==> config.mk <==
export PLATFORM = sky130hd
export DESIGN_NAME = lease_table_with_expiry_top
export DESIGN_NICKNAME = d
export VERILOG_FILES = /design/src/rtl/lte_pkg.sv /design/src/rtl/lte_ram.sv /design/src/rtl/lease_table_with_expiry_top.sv
export SDC_FILE = /design/constraint.sdc
export NUM_CORES = 2
export LEC_CHECK = 0
export BUFFER_PORTS_ARGS = -buffer_cell sky130_fd_sc_hd__buf_2
export CAP_MARGIN = 0
export CORE_MARGIN = 3
export CORE_UTILIZATION = 45
export CTS_CLUSTER_SIZE = 40
export DETAILED_ROUTE_END_ITERATION = 10
export HOLD_SLACK_MARGIN = 0.1
export MAX_ROUTING_LAYER = met4
export SYNTH_ARGS = -nofsm -noshare
export SYNTH_HDL_FRONTEND = slang
export SYNTH_SLANG_ARGS = --single-unit
==> constraint.sdc <==
create_clock -name clk_i -period 11.02 [get_ports clk_i]
set_input_delay 0 -clock clk_i [delete_from_list [all_inputs] [get_ports clk_i]]
set_output_delay 0 -clock clk_i [all_outputs]
set_load 0.02 [all_outputs]
==> src/rtl/lte_pkg.sv <==
`default_nettype none
package lte_pkg;

  localparam int unsigned SLOTS = 16;
  localparam int unsigned IW    = $clog2(SLOTS);
  localparam int unsigned LW    = IW + 1;          // link / list head width, holds "none"
  localparam logic [LW-1:0] NONE_IX = LW'(SLOTS);
  localparam int unsigned CW    = $clog2(SLOTS + 1);

  // entry word in the lease RAM: {owner, expiry}
  localparam int unsigned EW = 8 + 64;

  localparam logic [2:0] OP_ACQUIRE  = 3'd0;
  localparam logic [2:0] OP_CLOSE    = 3'd1;
  localparam logic [2:0] OP_COMP_STOP = 3'd2;
  localparam logic [2:0] OP_REV_EXP  = 3'd3;
  localparam logic [2:0] OP_REV_ALL  = 3'd4;

  localparam logic [2:0] ST_OK        = 3'd0;
  localparam logic [2:0] ST_INVALID   = 3'd1;
  localparam logic [2:0] ST_DENIED    = 3'd2;
  localparam logic [2:0] ST_RES_LIMIT = 3'd3;
  localparam logic [2:0] ST_NOT_FOUND = 3'd4;

  localparam logic [1:0] REG_ALLOWED  = 2'd0;
  localparam logic [1:0] REG_MAX_PC   = 2'd1;
  localparam logic [1:0] REG_DEF_DUR  = 2'd2;
  localparam logic [1:0] REG_MAX_DUR  = 2'd3;

  localparam logic [5:0]  RST_ALLOWED = 6'd63;
  localparam logic [4:0]  RST_MAX_PC  = 5'd2;
  localparam logic [31:0] RST_DEF_DUR = 32'd30000;
  localparam logic [31:0] RST_MAX_DUR = 32'd600000;

  typedef struct packed {
    logic       any_active;
    logic [4:0] released_count;
    logic [3:0] out_reason;
    logic [7:0] out_component;
    logic [3:0] out_slot;
    logic [2:0] status;
  } res_t;

endpackage
`default_nettype wire

==> src/rtl/lte_ram.sv <==
`default_nettype none
module lte_ram #(
  parameter int unsigned WIDTH = 8,
  parameter int unsigned DEPTH = 16
) (
  input  wire                      clk_i,
  input  wire                      we_i,
  input  wire [$clog2(DEPTH)-1:0]  waddr_i,
  input  wire [WIDTH-1:0]          wdata_i,
  input  wire                      re_i,
  input  wire [$clog2(DEPTH)-1:0]  raddr_i,
  output logic [WIDTH-1:0]         rdata_o
);

  logic [WIDTH-1:0] mem_q [DEPTH];

  always_ff @(posedge clk_i) begin
    if (we_i) begin
      mem_q[waddr_i] <= wdata_i;
    end
    if (re_i) begin
      rdata_o <= mem_q[raddr_i];
    end
  end

endmodule
`default_nettype wire

==> src/rtl/lease_table_with_expiry_top.sv <==
// Lease table with expiry: 16 slots, owner/expiry in a synchronous RAM.
// One transaction is worked on at a time, throughput set by the list walk (for
// acquire and revoke, a RAM read then a compare per active entry). Output
// stalls hold the block until the sink takes the result.
// Reset (rst_ni low, async): lists rebuilt (all slots free), registers to defaults.
`default_nettype none
module lease_table_with_expiry_top
  import lte_pkg::*;
(
  input  wire          clk_i,
  input  wire          rst_ni,
  // slave side; tdata: component[7:0], kind[10:8], dur_given[11],
  // duration[43:12], slot[47:44], now[111:48], reason[115:112], zero pad
  input  wire          s_axis_tvalid_i,
  output logic         s_axis_tready_o,
  input  wire  [119:0] s_axis_tdata_i,
  input  wire  [2:0]   s_axis_tuser_i,   // op[2:0]
  // master side; tdata: status[2:0], out_slot[6:3], out_component[14:7],
  // out_reason[18:15], released_count[23:19], any_active[24], zero pad
  output logic         m_axis_tvalid_o,
  input  wire          m_axis_tready_i,
  output logic [31:0]  m_axis_tdata_o,
  output logic         m_axis_tlast_o,   // last
  // configuration
  input  wire          psel,
  input  wire          penable,
  input  wire          pwrite,
  input  wire  [3:0]   paddr,
  input  wire  [31:0]  pwdata,
  output logic [31:0]  prdata,
  output logic         pready
);

  typedef enum logic [3:0] {
    S_IDLE, S_ONE, S_A_RD, S_A_CMP, S_A_FIN, S_C_WALK,
    S_R_RD, S_R_CMP, S_R_SUM
  } state_e;

  state_e state_q;

  // config registers
  logic [5:0]  allowed_q;
  logic [4:0]  max_pc_q;
  logic [31:0] def_dur_q, max_dur_q;

  // list state kept in flops (small, one entry looked up per cycle)
  logic [LW-1:0] link_q [SLOTS];
  logic [SLOTS-1:0] in_use_q;
  logic [LW-1:0] free_first_q, active_first_q;

  // transaction context
  logic [2:0]  op_q;
  logic [7:0]  comp_q;
  logic [31:0] dur_q;
  logic [63:0] now_q;
  logic [3:0]  rsn_q;
  logic [IW-1:0] slot_q;
  logic [2:0]  st_q;
  logic [LW-1:0] ix_q, prev_q;
  logic [CW-1:0] cnt_q;

  // output register
  logic ovalid_q;
  res_t res_q;
  logic olast_q;

  // input unpack
  logic [7:0]  in_comp;
  logic [2:0]  in_kind;
  logic        in_hasd;
  logic [31:0] in_dur;
  logic [3:0]  in_slot;
  logic [63:0] in_now;
  logic [3:0]  in_rsn;
  assign in_comp = s_axis_tdata_i[7:0];
  assign in_kind = s_axis_tdata_i[10:8];
  assign in_hasd = s_axis_tdata_i[11];
  assign in_dur  = s_axis_tdata_i[43:12];
  assign in_slot = s_axis_tdata_i[47:44];
  assign in_now  = s_axis_tdata_i[111:48];
  assign in_rsn  = s_axis_tdata_i[115:112];

  // RAM
  logic          ram_we, ram_re;
  logic [IW-1:0] ram_waddr, ram_raddr;
  logic [EW-1:0] ram_wdata, ram_rdata;
  logic [7:0]    rd_owner;
  logic [63:0]   rd_expiry;
  assign rd_owner  = ram_rdata[EW-1 -: 8];
  assign rd_expiry = ram_rdata[63:0];

  lte_ram #(.WIDTH(EW), .DEPTH(SLOTS)) u_ram (
    .clk_i   (clk_i),
    .we_i    (ram_we),
    .waddr_i (ram_waddr),
    .wdata_i (ram_wdata),
    .re_i    (ram_re),
    .raddr_i (ram_raddr),
    .rdata_o (ram_rdata)
  );

  logic in_acc, out_free;
  assign s_axis_tready_o = (state_q == S_IDLE);
  assign in_acc   = s_axis_tvalid_i && s_axis_tready_o;
  assign out_free = !ovalid_q || m_axis_tready_i;

  // precheck for acquire on the incoming transaction
  logic [31:0] in_d;
  logic [2:0]  acq_st;
  always_comb begin
    in_d   = in_hasd ? in_dur : def_dur_q;
    acq_st = ST_OK;
    if (in_kind == 3'd0 || in_kind == 3'd7) begin
      acq_st = ST_INVALID;
    end else if (!allowed_q[in_kind - 3'd1] || in_d == 32'd0 || in_d > max_dur_q) begin
      acq_st = ST_DENIED;
    end
  end

  logic [64:0] exp_sum;
  assign exp_sum = {1'b0, now_q} + {33'd0, dur_q};

  logic hit;
  always_comb begin
    case (op_q)
      OP_COMP_STOP: hit = (rd_owner == comp_q);
      OP_REV_EXP:   hit = (now_q >= rd_expiry);
      default:      hit = 1'b1;
    endcase
  end

  // a result transaction is loaded into the output register this cycle
  logic out_load;
  always_comb begin
    unique case (state_q)
      S_ONE, S_A_FIN, S_R_SUM: out_load = out_free;
      S_C_WALK: out_load = out_free && ix_q[IW-1:0] == slot_q && ix_q != NONE_IX;
      S_R_CMP:  out_load = out_free && hit && op_q != OP_COMP_STOP;
      default:  out_load = 1'b0;
    endcase
  end

  always_comb begin
    ram_re    = 1'b0;
    ram_raddr = ix_q[IW-1:0];
    ram_we    = 1'b0;
    ram_waddr = free_first_q[IW-1:0];
    ram_wdata = {comp_q, exp_sum[63:0]};
    if (state_q == S_IDLE) begin
      ram_re    = in_acc;
      ram_raddr = in_slot;
    end else if ((state_q == S_A_RD || state_q == S_R_RD) && ix_q != NONE_IX) begin
      ram_re = 1'b1;
    end
    if (state_q == S_A_FIN && out_free && cnt_q < CW'(max_pc_q) && !exp_sum[64]
        && free_first_q != NONE_IX) begin
      ram_we = 1'b1;
    end
  end

  // APB
  assign pready = 1'b1;
  always_comb begin
    unique case (paddr[3:2])
      REG_ALLOWED: prdata = {26'd0, allowed_q};
      REG_MAX_PC:  prdata = {27'd0, max_pc_q};
      REG_DEF_DUR: prdata = def_dur_q;
      REG_MAX_DUR: prdata = max_dur_q;
      default:     prdata = 32'd0;
    endcase
  end

  assign m_axis_tvalid_o = ovalid_q;
  assign m_axis_tdata_o  = {7'd0, res_q};
  assign m_axis_tlast_o  = olast_q;

  always_ff @(posedge clk_i or negedge rst_ni) begin
    if (!rst_ni) begin
      allowed_q <= RST_ALLOWED;
      max_pc_q  <= RST_MAX_PC;
      def_dur_q <= RST_DEF_DUR;
      max_dur_q <= RST_MAX_DUR;
    end else if (psel && penable && pwrite) begin
      unique case (paddr[3:2])
        REG_ALLOWED: allowed_q <= pwdata[5:0];
        REG_MAX_PC:  max_pc_q  <= pwdata[4:0];
        REG_DEF_DUR: def_dur_q <= pwdata;
        REG_MAX_DUR: max_dur_q <= pwdata;
        default: ;
      endcase
    end
  end

  always_ff @(posedge clk_i) begin
    if (in_acc) begin
      op_q   <= s_axis_tuser_i;
      comp_q <= in_comp;
      dur_q  <= in_d;
      now_q  <= in_now;
      rsn_q  <= in_rsn;
      slot_q <= in_slot;
    end
  end

  always_ff @(posedge clk_i or negedge rst_ni) begin
    if (!rst_ni) begin
      state_q        <= S_IDLE;
      for (int i = 0; i < SLOTS; i++) begin
        link_q[i] <= LW'(i + 1);
      end
      in_use_q       <= '0;
      free_first_q   <= '0;
      active_first_q <= NONE_IX;
      ovalid_q       <= 1'b0;
      olast_q        <= 1'b0;
      res_q          <= '0;
      st_q           <= ST_OK;
      ix_q           <= NONE_IX;
      prev_q         <= NONE_IX;
      cnt_q          <= '0;
    end else begin
      // load a new result, else drop the one taken by the sink
      ovalid_q <= out_load || (ovalid_q && !m_axis_tready_i);
      unique case (state_q)
        S_IDLE: begin
          if (in_acc) begin
            ix_q   <= active_first_q;
            prev_q <= NONE_IX;
            cnt_q  <= '0;
            unique case (s_axis_tuser_i)
              OP_ACQUIRE: begin
                st_q    <= acq_st;
                state_q <= (acq_st == ST_OK) ? S_A_RD : S_ONE;
              end
              OP_CLOSE: begin
                st_q    <= ST_NOT_FOUND;
                state_q <= in_use_q[in_slot] ? S_C_WALK : S_ONE;
              end
              OP_COMP_STOP, OP_REV_EXP, OP_REV_ALL: state_q <= S_R_RD;
              default: begin
                st_q    <= ST_INVALID;
                state_q <= S_ONE;
              end
            endcase
          end
        end
        S_ONE: begin
          if (out_free) begin
            olast_q  <= 1'b1;
            res_q    <= '{any_active: active_first_q != NONE_IX,
                          status: st_q, default: '0};
            state_q  <= S_IDLE;
          end
        end
        // count leases held by the requester
        S_A_RD: state_q <= (ix_q == NONE_IX) ? S_A_FIN : S_A_CMP;
        S_A_CMP: begin
          if (rd_owner == comp_q) begin
            cnt_q <= cnt_q + CW'(1);
          end
          ix_q    <= link_q[ix_q[IW-1:0]];
          state_q <= S_A_RD;
        end
        S_A_FIN: begin
          if (out_free) begin
            olast_q  <= 1'b1;
            state_q  <= S_IDLE;
            if (ram_we) begin
              free_first_q                   <= link_q[free_first_q[IW-1:0]];
              link_q[free_first_q[IW-1:0]]   <= active_first_q;
              active_first_q                 <= free_first_q;
              in_use_q[free_first_q[IW-1:0]] <= 1'b1;
              res_q <= '{status: ST_OK, out_slot: free_first_q[IW-1:0],
                         out_component: comp_q, any_active: 1'b1, default: '0};
            end else begin
              res_q <= '{status: ST_RES_LIMIT,
                         any_active: active_first_q != NONE_IX, default: '0};
            end
          end
        end
        // find predecessor of the closed slot; owner is in RAM read data
        S_C_WALK: begin
          if (ix_q[IW-1:0] == slot_q && ix_q != NONE_IX) begin
            if (out_free) begin
              if (prev_q == NONE_IX) begin
                active_first_q <= link_q[slot_q];
              end else begin
                link_q[prev_q[IW-1:0]] <= link_q[slot_q];
              end
              in_use_q[slot_q] <= 1'b0;
              link_q[slot_q]   <= free_first_q;
              free_first_q     <= {1'b0, slot_q};
              olast_q  <= 1'b1;
              res_q <= '{status: ST_OK, out_slot: slot_q, out_component: rd_owner,
                         released_count: 5'd1,
                         any_active: (prev_q == NONE_IX) ? (link_q[slot_q] != NONE_IX)
                                                         : 1'b1,
                         default: '0};
              state_q <= S_IDLE;
            end
          end else begin
            prev_q <= ix_q;
            ix_q   <= link_q[ix_q[IW-1:0]];
          end
        end
        S_R_RD: state_q <= (ix_q == NONE_IX) ? S_R_SUM : S_R_CMP;
        S_R_CMP: begin
          if (!hit) begin
            prev_q  <= ix_q;
            ix_q    <= link_q[ix_q[IW-1:0]];
            state_q <= S_R_RD;
          end else if (op_q == OP_COMP_STOP || out_free) begin
            if (prev_q == NONE_IX) begin
              active_first_q <= link_q[ix_q[IW-1:0]];
            end else begin
              link_q[prev_q[IW-1:0]] <= link_q[ix_q[IW-1:0]];
            end
            in_use_q[ix_q[IW-1:0]] <= 1'b0;
            link_q[ix_q[IW-1:0]]   <= free_first_q;
            free_first_q           <= ix_q;
            ix_q                   <= link_q[ix_q[IW-1:0]];
            cnt_q                  <= cnt_q + CW'(1);
            if (op_q != OP_COMP_STOP) begin
              olast_q  <= 1'b0;
              res_q <= '{status: ST_OK, out_slot: ix_q[IW-1:0],
                         out_component: rd_owner, out_reason: rsn_q, default: '0};
            end
            state_q <= S_R_RD;
          end
        end
        S_R_SUM: begin
          if (out_free) begin
            olast_q  <= 1'b1;
            res_q <= '{status: ST_OK,
                       out_reason: (op_q == OP_COMP_STOP) ? 4'd0 : rsn_q,
                       released_count: 5'(cnt_q),
                       any_active: active_first_q != NONE_IX, default: '0};
            state_q <= S_IDLE;
          end
        end
        default: state_q <= S_IDLE;
      endcase
    end
  end

  // every slot is on exactly one list, so both heads can never be empty together
  a_lists_cover: assert property (@(posedge clk_i) disable iff (!rst_ni)
    !(free_first_q == NONE_IX && active_first_q == NONE_IX))
    else $error("both list heads empty");

  // active list empty exactly when no slot is in use
  a_active_consistent: assert property (@(posedge clk_i) disable iff (!rst_ni)
    (active_first_q == NONE_IX) == ($countones(in_use_q) == 0))
    else $error("active head disagrees with in-use bits");

  // a transaction is only taken while no list walk is running, and it then starts
  a_accept_idle: assert property (@(posedge clk_i) disable iff (!rst_ni)
    in_acc |=> (state_q != S_IDLE))
    else $error("accepted transaction not started");

  // lease count (held or freed) never exceeds the table
  a_cnt_range: assert property (@(posedge clk_i) disable iff (!rst_ni)
    cnt_q <= CW'(SLOTS))
    else $error("count out of range");

endmodule
`default_nettype wire
**Word-level counts from Yosys, hierarchy flattened**

Memory sizes are Yosys's and may differ from the RTL's. A register that Yosys moved wholly into a read port is not among the register bits.
Cells that the tools add are included.

- Logic and storage cells: 303
- Output and inout bits: 68
- Bits of input ports: 166
- Memories kept: 1
- Bits in registers: 345
- RAM bits: 1152

- Multiplexer cells: 126
- Bitwise operators: 10
- $lt $le $gt $ge: 19
- Reduce and logical (&&, ||, !) cells: 59
- $add $sub $neg: 3
- Eq/ne operators: 43

Memories:

| name | words | width | rd ports | clocked after memory_dff | wr ports | RTL line | text |
|---|---|---|---|---|---|---|---|
| u_ram.mem_q | 16 | 72 | 1 | 1 | 1 | lte_ram.sv:15 | `logic [WIDTH-1:0] mem_q [DEPTH];` |

Operators by type and width:

| operator | count |
|---|---|
| two-way mux 80 bit | 14 |
| bitwise mux 80 bit | 5 |
| case mux 80 bit (3 select lines) | 1 |
| two-way mux 25 bit | 9 |
| two-way mux 5 bit | 35 |
| case mux 32 bit (4 select lines) | 1 |
| case mux 25 bit (5 select lines) | 1 |
| two-way mux 16 bit | 6 |
| demux 5 bit (select 4 bit) | 4 |
| adder 64 x 32 -> 65 bit | 1 |
| greater-or-equal comparator 64 bit | 1 |
| binary-select mux 5 bit (select 4 bit) | 3 |
| case mux 5 bit (3 select lines) | 4 |
| case mux 16 bit (3 select lines) | 1 |
| AND 16 bit | 2 |
| greater-than comparator 32 bit | 1 |
| zero test 32 bit | 1 |
| two-way mux 32 bit | 1 |
| two-way mux 4 bit | 8 |
| inverter 16 bit | 2 |
| != test 2 bit (second input constant) | 14 |
| case mux 4 bit (7 select lines) | 1 |
| logical AND 1 bit | 21 |
| greater-or-equal comparator 5 bit (second input constant) | 4 |
| other kinds (51) | 119 |

**Depth between registers and ports, before layout**

- Depth in word-level cells: 14
- Depth in mapped cells: 14
- Gate-level depth less buffers: 12

**Modules after synthesis**

From an unflattened synthesis, not the netlist that was laid out.

- Cells, all modules: 4153
- Area total of the unflattened synthesis: 69469.1 sq um

Modules (own cells, without submodules):

| module | cells each | instances | area an instance (sq um) | seq. area each (sq um) |
|---|---|---|---|---|
| lte_ram | 1850 | 1 | 45270.9 | 36755.3 |
| lease_table_with_expiry_top | 2303 | 1 | 24198.2 | 9281.4 |

**Worst setup path after synthesis**

OpenSTA, ideal clock, no wires.

- Kind: reg-to-reg
- Start point: register now_q[25]
- End point: memory u_ram.mem_q[10][0] (netlist name) (enable)
- Arrival: 7.159 ns
- Required time: 10.426 ns
- Stages on the path, launching flop included: 11
- Setup slack: 3.267 ns
- Period minus slack after synthesis: 7.753 ns
- Setup time: 0.594 ns
- Buffers on the path: 1
- Path through: edfxtp_1 ha_1 a21oi_1 nor2_1 a2111oi_0 o21ai_0 a22oi_1 nand2_1 a311o_1 buf_2 nor3_1

- Longest elaborated chain between the ends: 7

Ends and longest elaborated chain:

| element | RTL line | text |
|---|---|---|
| start: declaration | lease_table_with_expiry_top.sv:55 | `logic [63:0] now_q;` |
| start signal: assignment | lease_table_with_expiry_top.sv:199 | `now_q <= in_now;` |
| adder 64 x 32 -> 65 bit | lease_table_with_expiry_top.sv:121 | `assign exp_sum = {1'b0, now_q} + {33'd0, dur_q};` |
| zero test 1 bit | lease_table_with_expiry_top.sv:155 | `if (state_q == S_A_FIN && out_free && cnt_q < CW'(max_pc_q) && !exp_sum[64]` |
| logical AND 1 bit | lease_table_with_expiry_top.sv:155 |  |
| logical AND 1 bit | lease_table_with_expiry_top.sv:156 | `&& free_first_q != NONE_IX) begin` |
| two-way mux 1 bit | lease_table_with_expiry_top.sv:155 |  |
| two-way mux 1 bit | lte_ram.sv:18 | `if (we_i) begin` |
| two-way mux 1 bit (implied by the code) | lte_ram.sv:19 | `mem_q[waddr_i] <= wdata_i;` |
| end: declaration | lte_ram.sv:15 |  |

Every way passes these cells.

**Final worst setup path**

- Start point: register state_q[1]
- End point: register u_ram.rdata_o[56], read port of u_ram.mem_q, data pin

- Longest elaborated chain between the ends: 5
- Elaborated cells between the ends (all ways): 9
- Classes of those cells: eq/ne: 2; mux: 3; reduce/logical: 4

Ends and longest elaborated chain:

| element | RTL line | text |
|---|---|---|
| start: declaration | lease_table_with_expiry_top.sv:39 | `state_e state_q;` |
| start signal: assignment | lease_table_with_expiry_top.sv:233 | `state_q <= (acq_st == ST_OK) ? S_A_RD : S_ONE;` |
| start signal: assignment | lease_table_with_expiry_top.sv:237 | `state_q <= in_use_q[in_slot] ? S_C_WALK : S_ONE;` |
| start signal: assignment | lease_table_with_expiry_top.sv:256 | `S_A_RD: state_q <= (ix_q == NONE_IX) ? S_A_FIN : S_A_CMP;` |
| equality test 4 x 2 -> 1 bit / equality test 4 x 3 -> 1 bit (equally long branches) | lease_table_with_expiry_top.sv:152 | `end else if ((state_q == S_A_RD \|\| state_q == S_R_RD) && ix_q != NONE_IX) begin` |
| logical OR 1 bit | lease_table_with_expiry_top.sv:152 |  |
| logical AND 1 bit | lease_table_with_expiry_top.sv:152 |  |
| two-way mux 1 bit | lease_table_with_expiry_top.sv:152 |  |
| two-way mux 1 bit | lease_table_with_expiry_top.sv:149 | `if (state_q == S_IDLE) begin` |
| end: declaration | lte_ram.sv:12 | `output logic [WIDTH-1:0] rdata_o` |

Parallel ways exist; a longest one is shown, timed or not.
A chain may end at the register's enable or synchronous reset.

==> out/summary.txt <==
CTS resizes: 0
Die ar.: 0.1597 mm2
RSZ-0062 raised after global routing: no
worst-margin pin slew: 1.426 ns
min Tclk post-route: 5.624 ns
Synth Flop Type: edfxtp_1
Root Driver: clkbuf_16
via/cell ratio: 6.139
Clock transition at path regs: 0.06 ns
max cap viols: 0
power per cell area: 153.8 mW/mm2
CP arrival: 6.11 ns
Post-DP Area: 0.07316 mm2
Tightest Hold Check Type: in2reg
leakage power: 28.60 nW
number of buffers added on ports: 219
Worst setup EP type: register
failing checks: design-rule violations
H-tree levels: 4
Yosys reg bits: 1569
Longest Clk Path Bufs: 3
post-route clock skew: 0.04625 ns
gpl congestion: 0.9641
Core Region: 0.1530 mm2
crit-path max FO: 104
CP Class: reg2reg
fin. max-slew vios: 0
Num CTS Buffers: 166
Yosys warning total: 0
post-synthesis cell count: 4202
Global Route Usage Sum: 0.2466
post-CTS setup buffers: 0
Avg Inst Size Synth: 16.60 um2
Max Clock Freq: 177.8 MHz
DRC errors left: 16
number of enable flip-flop cells after synthesis: 1339
post-synthesis cell type count: 86
CP Data Required Time: 11.51 ns
# clock sinks: 1569
Fin Hold WS: 0.1558 ns
# hold bufs at CTS: 314
vias in the first global route: 42760
filler cell count: 12190
Congestion Overflow GR: 0
Tot Pwr: 12.58 mW
Post-Syn Area: 0.06973 mm2
Critical-path top delay cell: buf_4
post-synth top area share: 0.5766
Synth area leaders: edfxtp_1 58%, mux4_2 12%, dfrtp_1 6.2%
1st-pass router iterations: 11
drt wl/cell: 27.71 um
first-pass GRT wire length: 283800 um
worst path cell trace: or2_2, nor3_4, mux2i_4, buf_12, buf_4, mux4_2, and2_1, a211oi_1, a31oi_1
fin area: 0.08176 mm2
outcome: complete, but fails checks
Critical Path Source Type: register
IO Pins: 234
Final Hold Viols: 0
area of the multi-input gates: 0.02227 mm2
post-route core utilization: 0.5345
total area of sequential cells: 0.04604 mm2
antenna violations before repair: 2
number of antenna-violating nets in the routed design: 0
Clk Latency, worst-skew pair: 0.80 ns
ratio of cells with drive above 1 in the final layout: 0.2413
die width: 399.7 um
asr flop ratio synth: 0.1466
pin count of the biggest net entering global routing: 145
final net count: 5040
setup TNS: 0 ns
HPWL after DPL: 108600 um
Area growth syn-to-layout: 17.24%
Peak VDD IR: 0.1367 mV
final worst-path cycle share: 0.5103
cell row count: 143
Setup Viol. Count Final: 0
Yosys top cell by area: edfxtp_1
CTS tree: done
vias: 42390
number of DRC markers in iteration 0: 4868
slew margin rel.: 0.04645
Crit path largest cell delay: 0.75 ns
sequential-to-total area share from yosys stat: 0.6602
initial core utilization: 0.4558
Die Y-Extent: 399.7 um
drt total wl: 191300 um
==> cell families (layout without fill, tap and decap cells) <==
logic type      after synthesis  after routing  synth area share
compound gates              738            738           0.07965
xor+xnor                     74             74          0.009294
fa+ha+maj                   137            137           0.02469
buf+inv                     399           1064           0.02383
flops                      1569           1569            0.6602
mux                         565            565            0.1504
other cells                   2             10         0.0001077
simple gates                718            718           0.05187
==> layout make-up <==
type | instances | area share
Clock inverter | 96 | 0.01203
Sequential cell | 1569 | 0.5631
Antenna cell | 2 | 0.00006121
Clock buffer | 208 | 0.05414
Tap cell | 2030 | 0.03107
Multi-Input combinational cell | 2240 | 0.2724
Timing Repair Buffer | 618 | 0.06060
Inverter | 142 | 0.006580
==> final timing paths <==
kind                                                      from                        endpoint  slack [ns]  depth (start not counted)
worst max-delay path                    state_q[1]$_DFFE_PN0P_     u_ram.rdata_o[56]$_DFFE_PP_        5.40                          9
worst min-delay path                                  paddr[2]         max_pc_q[1]$_DFFE_PN1P_        0.16                          5
worst max register to register          state_q[1]$_DFFE_PN0P_     u_ram.rdata_o[56]$_DFFE_PP_        5.40                          9
worst min register to register  m_axis_tdata_o[22]$_DFFE_PN0P_  m_axis_tdata_o[22]$_DFFE_PN0P_        0.48                          1
max in group asynchronous                               rst_ni         max_pc_q[3]$_DFFE_PN0P_        9.74                          4
min in group asynchronous                               rst_ni           prev_q[4]$_DFFE_PN1P_        0.48                          3
==> critical path: cells and delay by family, from the launching register on <==
| kind | cells | cell delay [ns] |
|---|---|---|
| and+or+nand+nor | 3 | 1.38 |
| muxes | 2 | 1.29 |
| buffers and inverters | 2 | 1.47 |
| DFF | 1 | 0.67 |
| AOI/OAI and AO/OA | 2 | 0.35 |
==> where the power goes <==
part | internal, mW | total (mW) | leakage [nW] | switching [mW]
logic | 0.265 | 0.513 | 11.1 | 0.248
clock network | 3.20 | 5.55 | 2.62 | 2.36
registers | 6.45 | 6.51 | 14.9 | 0.0599
==> Yosys cell counts, drive strengths merged, types with 24 or more instances <==
master	number
edfxtp	1339
mux4	370
nand2	256
dfrtp	172
mux2	147
clkbuf	146
inv	142
ha	136
a21oi	117
buf	111
and2	98
a22o	91
nor2	86
a31oi	80
a211oi	78
o2bb2ai	75
a222oi	71
dfstp	58
nand3	58
o21ai	56
xnor2	54
nand4	51
mux2i	48
nor2b	44
nor3	42
a21o	24
a22oi	24
==> registers in the layout, indices dropped and copies added (netlist names), 6 cells and up, named ones only <==
register	cells
allowed_q	6
comp_q	8
def_dur_q	32
dur_q	32
in_use_q	16
m_axis_tdata_o	25
max_dur_q	32
now_q	64
u_ram.mem_q	1152
u_ram.rdata_o	72
==> per-layer routing <==
metal,share of wire,GRT usage,up-vias
li1,-,-,18160
met1,0.43,0.3444,22050
met2,0.46,0.3728,1797
met3,0.076,0.04292,387
met4,0.030,0.07581,0
met5,0,-,-
==> metrics by stage <==
step / cells / setup slack (ns)
2_1_floorplan: 4208 / 3.267
3_3_place_gp: 6283 / 5.388
3_5_place_dp: 6283 / 5.374
4_1_cts: 6901 / 5.338
5_1_grt: 6905 / 4.952
6_report: 6905 / 5.396
==> cells in the final DEF (no fill, tap or decap), types with 51 or more instances in the layout <==
cell type      instances
edfxtp_1            1339
mux4_2               370
dlygate4sd3_1        313
nand2_1              255
buf_2                218
dfrtp_1              170
clkbuf_16            170
inv_1                141
ha_1                 136
mux2_2               135
a21oi_1              112
and2_1                91
a22o_1                91
nor2_1                84
buf_4                 81
a31oi_1               80
a211oi_1              78
o2bb2ai_1             75
a222oi_1              71
dfstp_2               58
nand3_1               56
o21ai_0               54
xnor2_1               53
nand4_1               51
Power figures use the tool's default switching activity.
